File: src/design/rhr_pkg.sv
`timescale 1ns / 1ps
package rhr_pkg;

   // pipeline geometry
   localparam int DIV_BITS = 8;
   localparam int LATENCY  = 20;
   localparam int CAR_LEN  = 10;

   // hue sector offsets, one sector below the nominal base so the
   // divider numerator never goes negative
   localparam logic [9:0] HOFF_RED   = 10'd300;
   localparam logic [9:0] HOFF_GREEN = 10'd420;
   localparam logic [9:0] HOFF_BLUE  = 10'd540;
   localparam logic [9:0] HUE_FULL   = 10'd360;
   localparam logic [5:0] SECTOR_DEG = 6'd60;

   // floor(x / 15300) and floor(x / 360) by reciprocal
   localparam logic [13:0] SCALE_DIV   = 14'd15300;
   localparam logic [18:0] SCALE_RECIP = 19'd280716;
   localparam logic [15:0] HUE_RECIP   = 16'd46603;

   typedef struct packed {
      logic [7:0]  r;
      logic [7:0]  g;
      logic [7:0]  b;
      logic [15:0] shift;
      logic [7:0]  mx;
      logic [9:0]  hoff;
      logic        gray;
   } pix_type;

   typedef struct packed {
      logic [7:0] r;
      logic [7:0] g;
      logic [7:0] b;
      logic [7:0] mx;
      logic [7:0] sat;
      logic [2:0] sec;
      logic       gray;
   } car_type;

endpackage

File: src/design/rhr_ifs.sv
`timescale 1ns / 1ps
interface rhr_req_if;
   logic        valid;
   logic        ready;
   logic [7:0]  red_in;
   logic [7:0]  green_in;
   logic [7:0]  blue_in;
   logic [15:0] hue_shift;
   modport source (output valid, red_in, green_in, blue_in, hue_shift, input ready);
   modport sink (input valid, red_in, green_in, blue_in, hue_shift, output ready);
endinterface

interface rhr_rsp_if;
   logic       valid;
   logic       ready;
   logic [7:0] red_out;
   logic [7:0] green_out;
   logic [7:0] blue_out;
   modport source (output valid, red_out, green_out, blue_out, input ready);
   modport sink (input valid, red_out, green_out, blue_out, output ready);
endinterface

File: src/design/rhr_div.sv
`timescale 1ns / 1ps
module rhr_div (
   input  logic        clock,
   input  logic        en,
   input  logic [15:0] num,
   input  logic [7:0]  den,
   output logic [7:0]  quo
);

   logic [15:0] rem_ff [rhr_pkg::DIV_BITS];
   logic [7:0]  den_ff [rhr_pkg::DIV_BITS];
   logic [7:0]  quo_ff [rhr_pkg::DIV_BITS];
   logic [15:0] rem_in [rhr_pkg::DIV_BITS];
   logic [7:0]  den_in [rhr_pkg::DIV_BITS];
   logic [7:0]  quo_in [rhr_pkg::DIV_BITS];

   // one restoring step per stage, most significant quotient bit first
   always_comb begin
      logic [15:0] rem_prev;
      logic [7:0]  den_prev;
      logic [7:0]  quo_prev;
      logic [15:0] dsh;
      for (int i = 0; i < rhr_pkg::DIV_BITS; i++) begin
         rem_prev = (i == 0) ? num : rem_ff[(i == 0) ? 0 : i - 1];
         den_prev = (i == 0) ? den : den_ff[(i == 0) ? 0 : i - 1];
         quo_prev = (i == 0) ? 8'd0 : quo_ff[(i == 0) ? 0 : i - 1];
         dsh = 16'(den_prev) << (rhr_pkg::DIV_BITS - 1 - i);
         den_in[i] = den_prev;
         if (rem_prev >= dsh) begin
            rem_in[i] = rem_prev - dsh;
            quo_in[i] = {quo_prev[6:0], 1'b1};
         end else begin
            rem_in[i] = rem_prev;
            quo_in[i] = {quo_prev[6:0], 1'b0};
         end
      end
   end

   // advance all stages together
   always_ff @(posedge clock) begin
      if (en) begin
         for (int i = 0; i < rhr_pkg::DIV_BITS; i++) begin
            rem_ff[i] <= rem_in[i];
            den_ff[i] <= den_in[i];
            quo_ff[i] <= quo_in[i];
         end
      end
   end

   assign quo = quo_ff[rhr_pkg::DIV_BITS - 1];

endmodule

File: src/design/rhr_cdiv.sv
`timescale 1ns / 1ps
module rhr_cdiv (
   input  logic        clock,
   input  logic        en,
   input  logic [21:0] x,
   output logic [7:0]  q
);

   logic [40:0] prod_ff, prod_in;
   logic [21:0] x1_ff, x2_ff;
   logic [7:0]  q0_ff, q0_in;
   logic [21:0] qm;
   logic [21:0] rem;
   logic [7:0]  q_ff, q_in;

   // estimate by reciprocal, low by at most one
   assign prod_in = 41'(x) * 41'(rhr_pkg::SCALE_RECIP);
   assign q0_in   = prod_ff[39:32];
   assign qm      = 22'(q0_ff) * 22'(rhr_pkg::SCALE_DIV);

   // correct the estimate with one compare
   assign rem  = x2_ff - qm;
   assign q_in = (rem >= 22'(rhr_pkg::SCALE_DIV)) ? q0_ff + 8'd1 : q0_ff;

   always_ff @(posedge clock) begin
      if (en) begin
         prod_ff <= prod_in;
         x1_ff   <= x;
         q0_ff   <= q0_in;
         x2_ff   <= x1_ff;
         q_ff    <= q_in;
      end
   end

   assign q = q_ff;

endmodule

File: src/design/rgb_hue_rotate_top.sv
`timescale 1ns / 1ps
// RGB hue rotation pipeline.
// req channel carries one pixel (red_in, green_in, blue_in) and a hue
// shift in degrees; rsp channel returns the rotated pixel, one item out
// for every item in, in order. Both are valid/ready channels; an item
// moves at a clock edge where valid and ready are both high.
// Throughput is one pixel per clock while rsp is not stalled: the pipeline
// has 20 register stages, two 8-stage restoring dividers (saturation and
// hue) run side by side, and the back conversion uses reciprocal
// multiplies for the constant divides.
// Gray pixels pass through unchanged.
// Synchronous reset empties the pipeline; no item is lost at reset
// apart from those in flight. When the receiver holds rsp ready low
// with a result waiting, the whole pipeline holds and req ready drops
// in the same cycle; nothing is dropped or repeated.
module rgb_hue_rotate_top (
   input logic clock,
   input logic reset,
   rhr_req_if.sink   req,
   rhr_rsp_if.source rsp
);

   localparam int L = rhr_pkg::LATENCY;

   logic en;
   logic vld_ff [L];

   // stage 0: extremes, hue numerator, sector offset
   logic [7:0]  r, g, b, mx, mn, d, x, y;
   logic        rmax, gmax;
   logic [15:0] diff;
   rhr_pkg::pix_type pix_in;
   rhr_pkg::pix_type pix_ff [rhr_pkg::DIV_BITS + 1];
   logic [15:0] hnum_ff, hnum_in, snum_ff, snum_in;
   logic [7:0]  hq, sq;

   assign r = req.red_in;
   assign g = req.green_in;
   assign b = req.blue_in;

   always_comb begin
      rmax = (r >= g) && (r >= b);
      gmax = !rmax && (g >= b);
      mx = r;
      if (g > mx) mx = g;
      if (b > mx) mx = b;
      mn = r;
      if (g < mn) mn = g;
      if (b < mn) mn = b;
      d = mx - mn;
      pix_in.r     = r;
      pix_in.g     = g;
      pix_in.b     = b;
      pix_in.shift = req.hue_shift;
      pix_in.mx    = mx;
      pix_in.gray  = (r == g) && (g == b);
      if (rmax) begin
         x = g;
         y = b;
         pix_in.hoff = rhr_pkg::HOFF_RED;
      end else if (gmax) begin
         x = b;
         y = r;
         pix_in.hoff = rhr_pkg::HOFF_GREEN;
      end else begin
         x = r;
         y = g;
         pix_in.hoff = rhr_pkg::HOFF_BLUE;
      end
      diff    = 16'(x) + 16'(d) - 16'(y);
      hnum_in = 16'(diff * 16'(rhr_pkg::SECTOR_DEG));
      snum_in = 16'(16'(d) * 16'd255);
   end

   logic [7:0] hnum_d_ff;

   rhr_div u_hdiv (.clock(clock), .en(en), .num(hnum_ff), .den(hnum_d_ff), .quo(hq));
   rhr_div u_sdiv (.clock(clock), .en(en), .num(snum_ff), .den(pix_ff[0].mx), .quo(sq));

   // stage 9: hue in 0..359 plus shift, wrapped to 16 bits
   logic [9:0]  hue0, huew;
   logic [15:0] hsum_ff, hsum_in, hsum10_ff, hsum11_ff;
   rhr_pkg::car_type car_ff [rhr_pkg::CAR_LEN];
   rhr_pkg::car_type car_in [rhr_pkg::CAR_LEN];

   always_comb begin
      hue0    = pix_ff[rhr_pkg::DIV_BITS].hoff + 10'(hq);
      huew    = (hue0 >= rhr_pkg::HUE_FULL) ? hue0 - rhr_pkg::HUE_FULL : hue0;
      hsum_in = 16'(huew) + pix_ff[rhr_pkg::DIV_BITS].shift;
   end

   // stages 10..12: reduce modulo 360 by reciprocal
   logic [31:0] hprod_ff, hprod_in;
   logic [16:0] hmul_ff, hmul_in, hrem;
   logic [8:0]  hue_ff, hue_in;

   assign hprod_in = 32'(hsum_ff) * 32'(rhr_pkg::HUE_RECIP);
   assign hmul_in  = 17'(hprod_ff[31:24]) * 17'd360;
   assign hrem     = {1'b0, hsum11_ff} - hmul_ff;
   assign hue_in   = (hrem >= 17'(rhr_pkg::HUE_FULL)) ? 9'(hrem - 17'(rhr_pkg::HUE_FULL))
                                                      : 9'(hrem);

   // stage 13: sector and fraction
   logic [2:0] sec_in;
   logic [5:0] frac_ff, frac_in;

   always_comb begin
      if (hue_ff < 9'd60)       sec_in = 3'd0;
      else if (hue_ff < 9'd120) sec_in = 3'd1;
      else if (hue_ff < 9'd180) sec_in = 3'd2;
      else if (hue_ff < 9'd240) sec_in = 3'd3;
      else if (hue_ff < 9'd300) sec_in = 3'd4;
      else                      sec_in = 3'd5;
      frac_in = 6'(hue_ff - 9'(9'(sec_in) * 9'd60));
   end

   // stage 14: scale factors out of 15300
   logic [13:0] pk_ff, qk_ff, tk_ff, pk_in, qk_in, tk_in;
   logic [7:0]  sat4;

   always_comb begin
      sat4  = car_ff[4].sat;
      pk_in = 14'(14'd60 * (14'd255 - 14'(sat4)));
      qk_in = 14'(rhr_pkg::SCALE_DIV - 14'(14'(sat4) * 14'(frac_ff)));
      tk_in = 14'(rhr_pkg::SCALE_DIV - 14'(14'(sat4) * 14'(6'd60 - frac_ff)));
   end

   // stage 15: value times factor
   logic [21:0] px_ff, qx_ff, tx_ff;
   logic [7:0]  pv, qv, tv;

   rhr_cdiv u_pdiv (.clock(clock), .en(en), .x(px_ff), .q(pv));
   rhr_cdiv u_qdiv (.clock(clock), .en(en), .x(qx_ff), .q(qv));
   rhr_cdiv u_tdiv (.clock(clock), .en(en), .x(tx_ff), .q(tv));

   // carry line of pixel fields through the back conversion
   always_comb begin
      for (int i = 0; i < rhr_pkg::CAR_LEN; i++) begin
         car_in[i] = car_ff[(i == 0) ? 0 : i - 1];
      end
      car_in[0].r    = pix_ff[rhr_pkg::DIV_BITS].r;
      car_in[0].g    = pix_ff[rhr_pkg::DIV_BITS].g;
      car_in[0].b    = pix_ff[rhr_pkg::DIV_BITS].b;
      car_in[0].mx   = pix_ff[rhr_pkg::DIV_BITS].mx;
      car_in[0].gray = pix_ff[rhr_pkg::DIV_BITS].gray;
      car_in[0].sat  = sq;
      car_in[0].sec  = 3'd0;
      car_in[4].sec  = sec_in;
   end

   // stage 19: pick channels by sector
   logic [7:0] ro_ff, go_ff, bo_ff, ro_in, go_in, bo_in;
   rhr_pkg::car_type cl;

   always_comb begin
      cl = car_ff[rhr_pkg::CAR_LEN - 1];
      if (cl.gray) begin
         ro_in = cl.r;
         go_in = cl.g;
         bo_in = cl.b;
      end else begin
         case (cl.sec)
            3'd0: begin ro_in = cl.mx; go_in = tv; bo_in = pv; end
            3'd1: begin ro_in = qv; go_in = cl.mx; bo_in = pv; end
            3'd2: begin ro_in = pv; go_in = cl.mx; bo_in = tv; end
            3'd3: begin ro_in = pv; go_in = qv; bo_in = cl.mx; end
            3'd4: begin ro_in = tv; go_in = pv; bo_in = cl.mx; end
            default: begin ro_in = cl.mx; go_in = pv; bo_in = qv; end
         endcase
      end
   end

   // advance when the last stage is empty or being taken
   assign en        = !vld_ff[L - 1] || rsp.ready;
   assign req.ready = en;

   always_ff @(posedge clock) begin
      if (reset) begin
         for (int i = 0; i < L; i++) vld_ff[i] <= 1'b0;
      end else if (en) begin
         vld_ff[0] <= req.valid;
         for (int i = 1; i < L; i++) vld_ff[i] <= vld_ff[i - 1];
      end
   end

   always_ff @(posedge clock) begin
      if (en) begin
         pix_ff[0] <= pix_in;
         for (int i = 1; i <= rhr_pkg::DIV_BITS; i++) pix_ff[i] <= pix_ff[i - 1];
         hnum_ff   <= hnum_in;
         hnum_d_ff <= d;
         snum_ff   <= snum_in;
         hsum_ff   <= hsum_in;
         hsum10_ff <= hsum_ff;
         hsum11_ff <= hsum10_ff;
         hprod_ff  <= hprod_in;
         hmul_ff   <= hmul_in;
         hue_ff    <= hue_in;
         frac_ff   <= frac_in;
         pk_ff     <= pk_in;
         qk_ff     <= qk_in;
         tk_ff     <= tk_in;
         px_ff     <= 22'(car_ff[5].mx) * 22'(pk_ff);
         qx_ff     <= 22'(car_ff[5].mx) * 22'(qk_ff);
         tx_ff     <= 22'(car_ff[5].mx) * 22'(tk_ff);
         for (int i = 0; i < rhr_pkg::CAR_LEN; i++) car_ff[i] <= car_in[i];
         ro_ff     <= ro_in;
         go_ff     <= go_in;
         bo_ff     <= bo_in;
      end
   end

   assign rsp.valid     = vld_ff[L - 1];
   assign rsp.red_out   = ro_ff;
   assign rsp.green_out = go_ff;
   assign rsp.blue_out  = bo_ff;

   // a waiting result blocks new input
   a_stall_blocks: assert property (@(posedge clock) disable iff (reset)
      rsp.valid && !rsp.ready |-> !req.ready)
      else $error("input taken while result stalled");

   // held pipeline keeps its occupancy
   a_hold_vld: assert property (@(posedge clock) disable iff (reset)
      !en |=> vld_ff[L - 1] && $stable(vld_ff[L - 2]))
      else $error("pipeline moved while stalled");

   // reduced hue stays in range
   a_hue_range: assert property (@(posedge clock) disable iff (reset)
      vld_ff[12] |-> hue_ff < 9'd360)
      else $error("hue out of range");

   // sector is one of six
   a_sec_range: assert property (@(posedge clock) disable iff (reset)
      vld_ff[13] |-> car_ff[4].sec <= 3'd5)
      else $error("sector out of range");

endmodule
File: src/flat_wrapper.sv
// flat-port wrapper written by rule: the top's interface ports become plain ports
module rgb_hue_rotate_top_flat 
  (clock, reset, req_valid, req_red_in, req_green_in, req_blue_in, req_hue_shift, req_ready, rsp_valid, rsp_red_out, rsp_green_out, rsp_blue_out, rsp_ready);
  rhr_req_if req_i ();
  rhr_rsp_if rsp_i ();
  input logic clock;
  input logic reset;
  input wire logic [$bits(req_i.valid)-1:0] req_valid;
  input wire logic [$bits(req_i.red_in)-1:0] req_red_in;
  input wire logic [$bits(req_i.green_in)-1:0] req_green_in;
  input wire logic [$bits(req_i.blue_in)-1:0] req_blue_in;
  input wire logic [$bits(req_i.hue_shift)-1:0] req_hue_shift;
  output wire logic [$bits(req_i.ready)-1:0] req_ready;
  output wire logic [$bits(rsp_i.valid)-1:0] rsp_valid;
  output wire logic [$bits(rsp_i.red_out)-1:0] rsp_red_out;
  output wire logic [$bits(rsp_i.green_out)-1:0] rsp_green_out;
  output wire logic [$bits(rsp_i.blue_out)-1:0] rsp_blue_out;
  input wire logic [$bits(rsp_i.ready)-1:0] rsp_ready;
  assign req_i.valid = req_valid;
  assign req_i.red_in = req_red_in;
  assign req_i.green_in = req_green_in;
  assign req_i.blue_in = req_blue_in;
  assign req_i.hue_shift = req_hue_shift;
  assign req_ready = req_i.ready;
  assign rsp_valid = rsp_i.valid;
  assign rsp_red_out = rsp_i.red_out;
  assign rsp_green_out = rsp_i.green_out;
  assign rsp_blue_out = rsp_i.blue_out;
  assign rsp_i.ready = rsp_ready;
  rgb_hue_rotate_top u_core (.clock(clock), .reset(reset), .req(req_i), .rsp(rsp_i));
endmodule
File: config.mk
export PLATFORM = sky130hd
export DESIGN_NAME = rgb_hue_rotate_top_flat
export DESIGN_NICKNAME = d
export VERILOG_FILES = /design/src/design/rhr_pkg.sv /design/src/design/rhr_ifs.sv /design/src/design/rhr_div.sv /design/src/design/rhr_cdiv.sv /design/src/design/rgb_hue_rotate_top.sv /design/src/flat_wrapper.sv
export SDC_FILE = /design/constraint.sdc
export NUM_CORES = 2
export LEC_CHECK = 0
export BUFFER_PORTS_ARGS = -buffer_cell sky130_fd_sc_hd__clkbuf_2
export CAP_MARGIN = 20
export CELL_PAD_IN_SITES_DETAIL_PLACEMENT = 0
export CELL_PAD_IN_SITES_GLOBAL_PLACEMENT = 1
export CORE_ASPECT_RATIO = 0.7
export CORE_UTILIZATION = 39
export DETAILED_ROUTE_END_ITERATION = 7
export GPL_ROUTABILITY_DRIVEN = 0
export HOLD_SLACK_MARGIN = 0.06
export MAX_ROUTING_LAYER = met4
export PLACE_DENSITY = 0.71
export RECOVER_POWER = 50
export SYNTH_ARGS = -nofsm -noshare
export SYNTH_HDL_FRONTEND = slang
export SYNTH_SLANG_ARGS = --single-unit
File: constraint.sdc
create_clock -name clock -period 167.2 [get_ports clock]
set_input_delay 33.44 -clock clock [delete_from_list [all_inputs] [get_ports clock]]
set_output_delay 33.44 -clock clock [all_outputs]
set_load 0.1 [all_outputs]
==> key figures <==
Run status
  • Status: finished with violations
  • Failing checks: max-capacitance violations, max-slew violations

Floorplan
  • Top Ports: 70
  • Height of the die: between 400 and 500 um
  • FP Rows: roughly 160
  • Initial Utilization: 0.3920
  • Die width: 618.5 um
  • Full die area: 268200 um2
  • Core region area: around 260000 um2

Layout
  • Final net count: between 10000 and 15000
  • Fill cells: 23964
  • Cell Count, Final, Fillers Out: 12101
  • Area grow syn2layout: 9.767%
  • Share of layout cells above drive strength 1: 0.04477
  • Post-route cell area: approximately 110000 um2

Critical path
  • Crit-path most repeated cell: clkbuf_2
  • Worst setup path class: input pin to output port
  • Crit-path cells: clkbuf_2 -> nand2b_1 -> clkbuf_2
  • Crit-path leading delay family: simple AND/OR/NAND/NOR gates
  • Req. time, crit path: between 100 and 150 ns
  • CP Max Fanout: 27
  • Worst r2r path cells: 5
  • Startpoint Class: input pin
  • Levels on crit path: 3
  • Crit end category: output port
  • Worst setup path startpoint: rsp_ready
  • Crit path DAT: approximately 35 ns
  • Slowest stage delay, CP: ~0.94 ns
  • Crit path buffers/inverters: 2
  • Slowest CP cell: nand2b_1
  • Reg2Reg Setup Slack: between 150 and 200 ns
  • Reg2reg start: u_core.vld_ff[4][3]

STA
  • Worst Max-Slew Pin Slew: approximately 8.1 ns
  • # setup viols final: 0
  • Setup_tns: 0 ns
  • Tmin final: a little under 70 ns
  • Fmax achieved: 14.56 MHz
  • PnR worst setup slack: around 99 ns
  • Worst clock skew: slightly below 0.1 ns
  • RSZ-0062 raised after global routing: false
  • Period utilization: 0.4107
  • Slew HR: -4.392
  • Final Hold Fails: 0
  • Fin. max-slew vios: 534

Route
  • DRT iter0 DRCs: 3816
  • Post-route DRC: 0
  • WL per Instance: about 17 um
  • Vias/cell: about 4.9
  • Vias: about 59000
  • Antenna viol nets, final: 0
  • WL final: about 200000 um
  • TritonRoute pass-1 iters: 6

Placement
  • Post-DP HPWL: roughly 150000 um
  • Post-Place Cells: about 12000
  • Placed cell areas: approximately 110000 um2
  • Setup WS pre-CTS: approximately 100 ns
  • Port Buffers: ~70

Clock tree
  • Num CTS Buffers: between 150 and 200
  • Clock root buffer: clkbuf_16
  • CTS tree: done
  • Maximum clock path buffer count: 4
  • Post-CTS setup buffers: 0
  • Worst skew pair latency: approximately 0.86 ns
  • CTS hold repair buffers: 0
  • Worst-path clk slew: ~0.060 ns
  • Sink Count: around 1700
  • CTS HTree Levels: 4
  • Number of gates resized after CTS: 0

Global routing
  • Remaining Overflow, GRT: 0
  • First-pass GRT wire length: ~320000 um
  • Largest net degree at the start of global routing: 190
  • Initial antenna violation count: 9
  • GRT Util Overall: 0.1558
  • Vias in the first global route: approximately 59000

Min path
  • Hold Path Origin: u_core.pix_ff[0][111]
  • Worst min-delay path class: flip-flop to flip-flop
  • Worst Hold Depth: 0

Yosys
  • Count of cell types in the netlist: 86
  • Main synth FF type: edfxtp_1
  • Synthesis-stage register bit count: about 1700
  • Mapped Nets: ~10000
  • Number of synthesis warnings: 0
  • EDFF count, synth: between 1500 and 2000
  • Mapped cell area: ~100000 um2
  • Mapped Avg Cell Area: 12.54 um2
  • Cells after synthesis: around 8300
  • Sequential element share of the synthesized area: 0.4795
  • Asr flop ratio synth: 0

Run
  • Max-cap violations: 10
cells in the final DEF (no fill, tap or decap), types with 80 or more instances in the layout:
master and n:
ha_1 1224, nor3_1 88, nand2_1 430, xor2_1 115, o21ai_0 254, clkbuf_16 175, a21o_1 136, edfxtp_1 1657
xnor2_1 282, and2_1 224, fa_1 685, nor2_1 302, inv_1 1476, a21oi_1 368, nor2b_1 103, nand3_1 80
path summary, 6_finish.rpt:
path	endpoint
setup / recovery	req_ready
hold / removal	u_core.pix_ff[0][170]
setup reg to reg	u_core.u_qdiv.prod_ff[38]
hold reg to reg	u_core.pix_ff[0][170]
worst reg2reg max path: stages (launching register included):
cell	delay, ns
edfxtp_1	0.38
nand2b_1	0.90
clkbuf_1	5.71
buf_4	1.45
buf_4	0.88
buf_4	0.86
synthesized netlist by cell type, drive strengths merged, types with 36 or more instances:
| master | count | area share |
|---|---|---|
| edfxtp | 1657 | 0.48 |
| inv | 1476 | 0.053 |
| ha | 1224 | 0.15 |
| fa | 685 | 0.13 |
| nand2 | 430 | 0.016 |
| a21oi | 368 | 0.018 |
| nor2 | 302 | 0.011 |
| xnor2 | 282 | 0.024 |
| o21ai | 256 | 0.012 |
| and2 | 241 | 0.015 |
| a21o | 138 | 0.010 |
| xor2 | 115 | 0.0097 |
| nor2b | 103 | 0.0062 |
| clkbuf | 101 | 0.0037 |
| nor3 | 88 | 0.0042 |
| nand3 | 80 | 0.0039 |
| nand2b | 68 | 0.0041 |
| a211oi | 60 | 0.0043 |
| mux2i | 47 | 0.0045 |
| nand4 | 42 | 0.0025 |
| o21a | 36 | 0.0026 |
through the flow:
stage	utilization	hold WS [ns]
final	0.4303	0.3826
after global routing	0.4303	0.3914
after CTS	0.4306	0.3600
after detailed placement	0.4096	0.4045
after global placement	0.4096	0.4001
after floorplan	-	0.4003
sequential cells by signal, summed over array words and instances, names as in the netlist, 20 cells and up:
name	count
u_core.u_tdiv.x2_ff	20
u_core.pix_ff	428
u_core.u_sdiv.rem_ff	110
u_core.vld_ff	20
u_core.u_qdiv.x2_ff	20
u_core.u_hdiv.den_ff	51
u_core.tx_ff	22
u_core.u_hdiv.quo_ff	36
u_core.qx_ff	21
u_core.u_sdiv.den_ff	49
u_core.car_ff	388
u_core.u_qdiv.x1_ff	20
u_core.u_sdiv.quo_ff	36
u_core.px_ff	20
u_core.u_tdiv.x1_ff	20
u_core.u_hdiv.rem_ff	99
u_core.u_pdiv.x2_ff	20
per-layer routing:
layer / track usage / vias to the layer above / wire (um)
met5: - / - / 0
met4: 0.03210 / 0 / 3656
met3: 0.02127 / 243 / 8107
met2: 0.2226 / 933 / 84310
met1: 0.2352 / 28846 / 105800
li1: - / 28856 / -
kinds of logic (layout without fill, tap and decap cells):
| family | count (synthesis) | after routing | share of synthesized area |
|---|---|---|---|
| AO/OA/AOI/OAI | 1132 | 1132 | 0.06839 |
| XOR/XNOR | 398 | 398 | 0.03373 |
| adder cells (fa/ha/maj) | 1911 | 1911 | 0.2799 |
| buffers and inverters | 1585 | 1887 | 0.05738 |
| flip-flops | 1657 | 1657 | 0.4795 |
| multiplexers | 77 | 77 | 0.007789 |
| other | 0 | 3 | 0 |
| AND/OR/NAND/NOR | 1516 | 1516 | 0.07326 |
final cells by class:
class | instances | area, um2 | area share
antenna | 3 | 7.507 | 0.00006591
clock buffer | 204 | 4488 | 0.03940
clock inverter | 101 | 1067 | 0.009370
inverter | 1476 | 5540 | 0.04864
multi-input combinational | 5034 | 48050 | 0.4219
sequential | 1657 | 49760 | 0.4368
tap | 3520 | 4404 | 0.03867
timing repair buffer | 106 | 584.3 | 0.005130
Power is left out: the tool's default activity adds up to more than one toggle a clock period on the data nets, which glitch-free logic cannot reach.
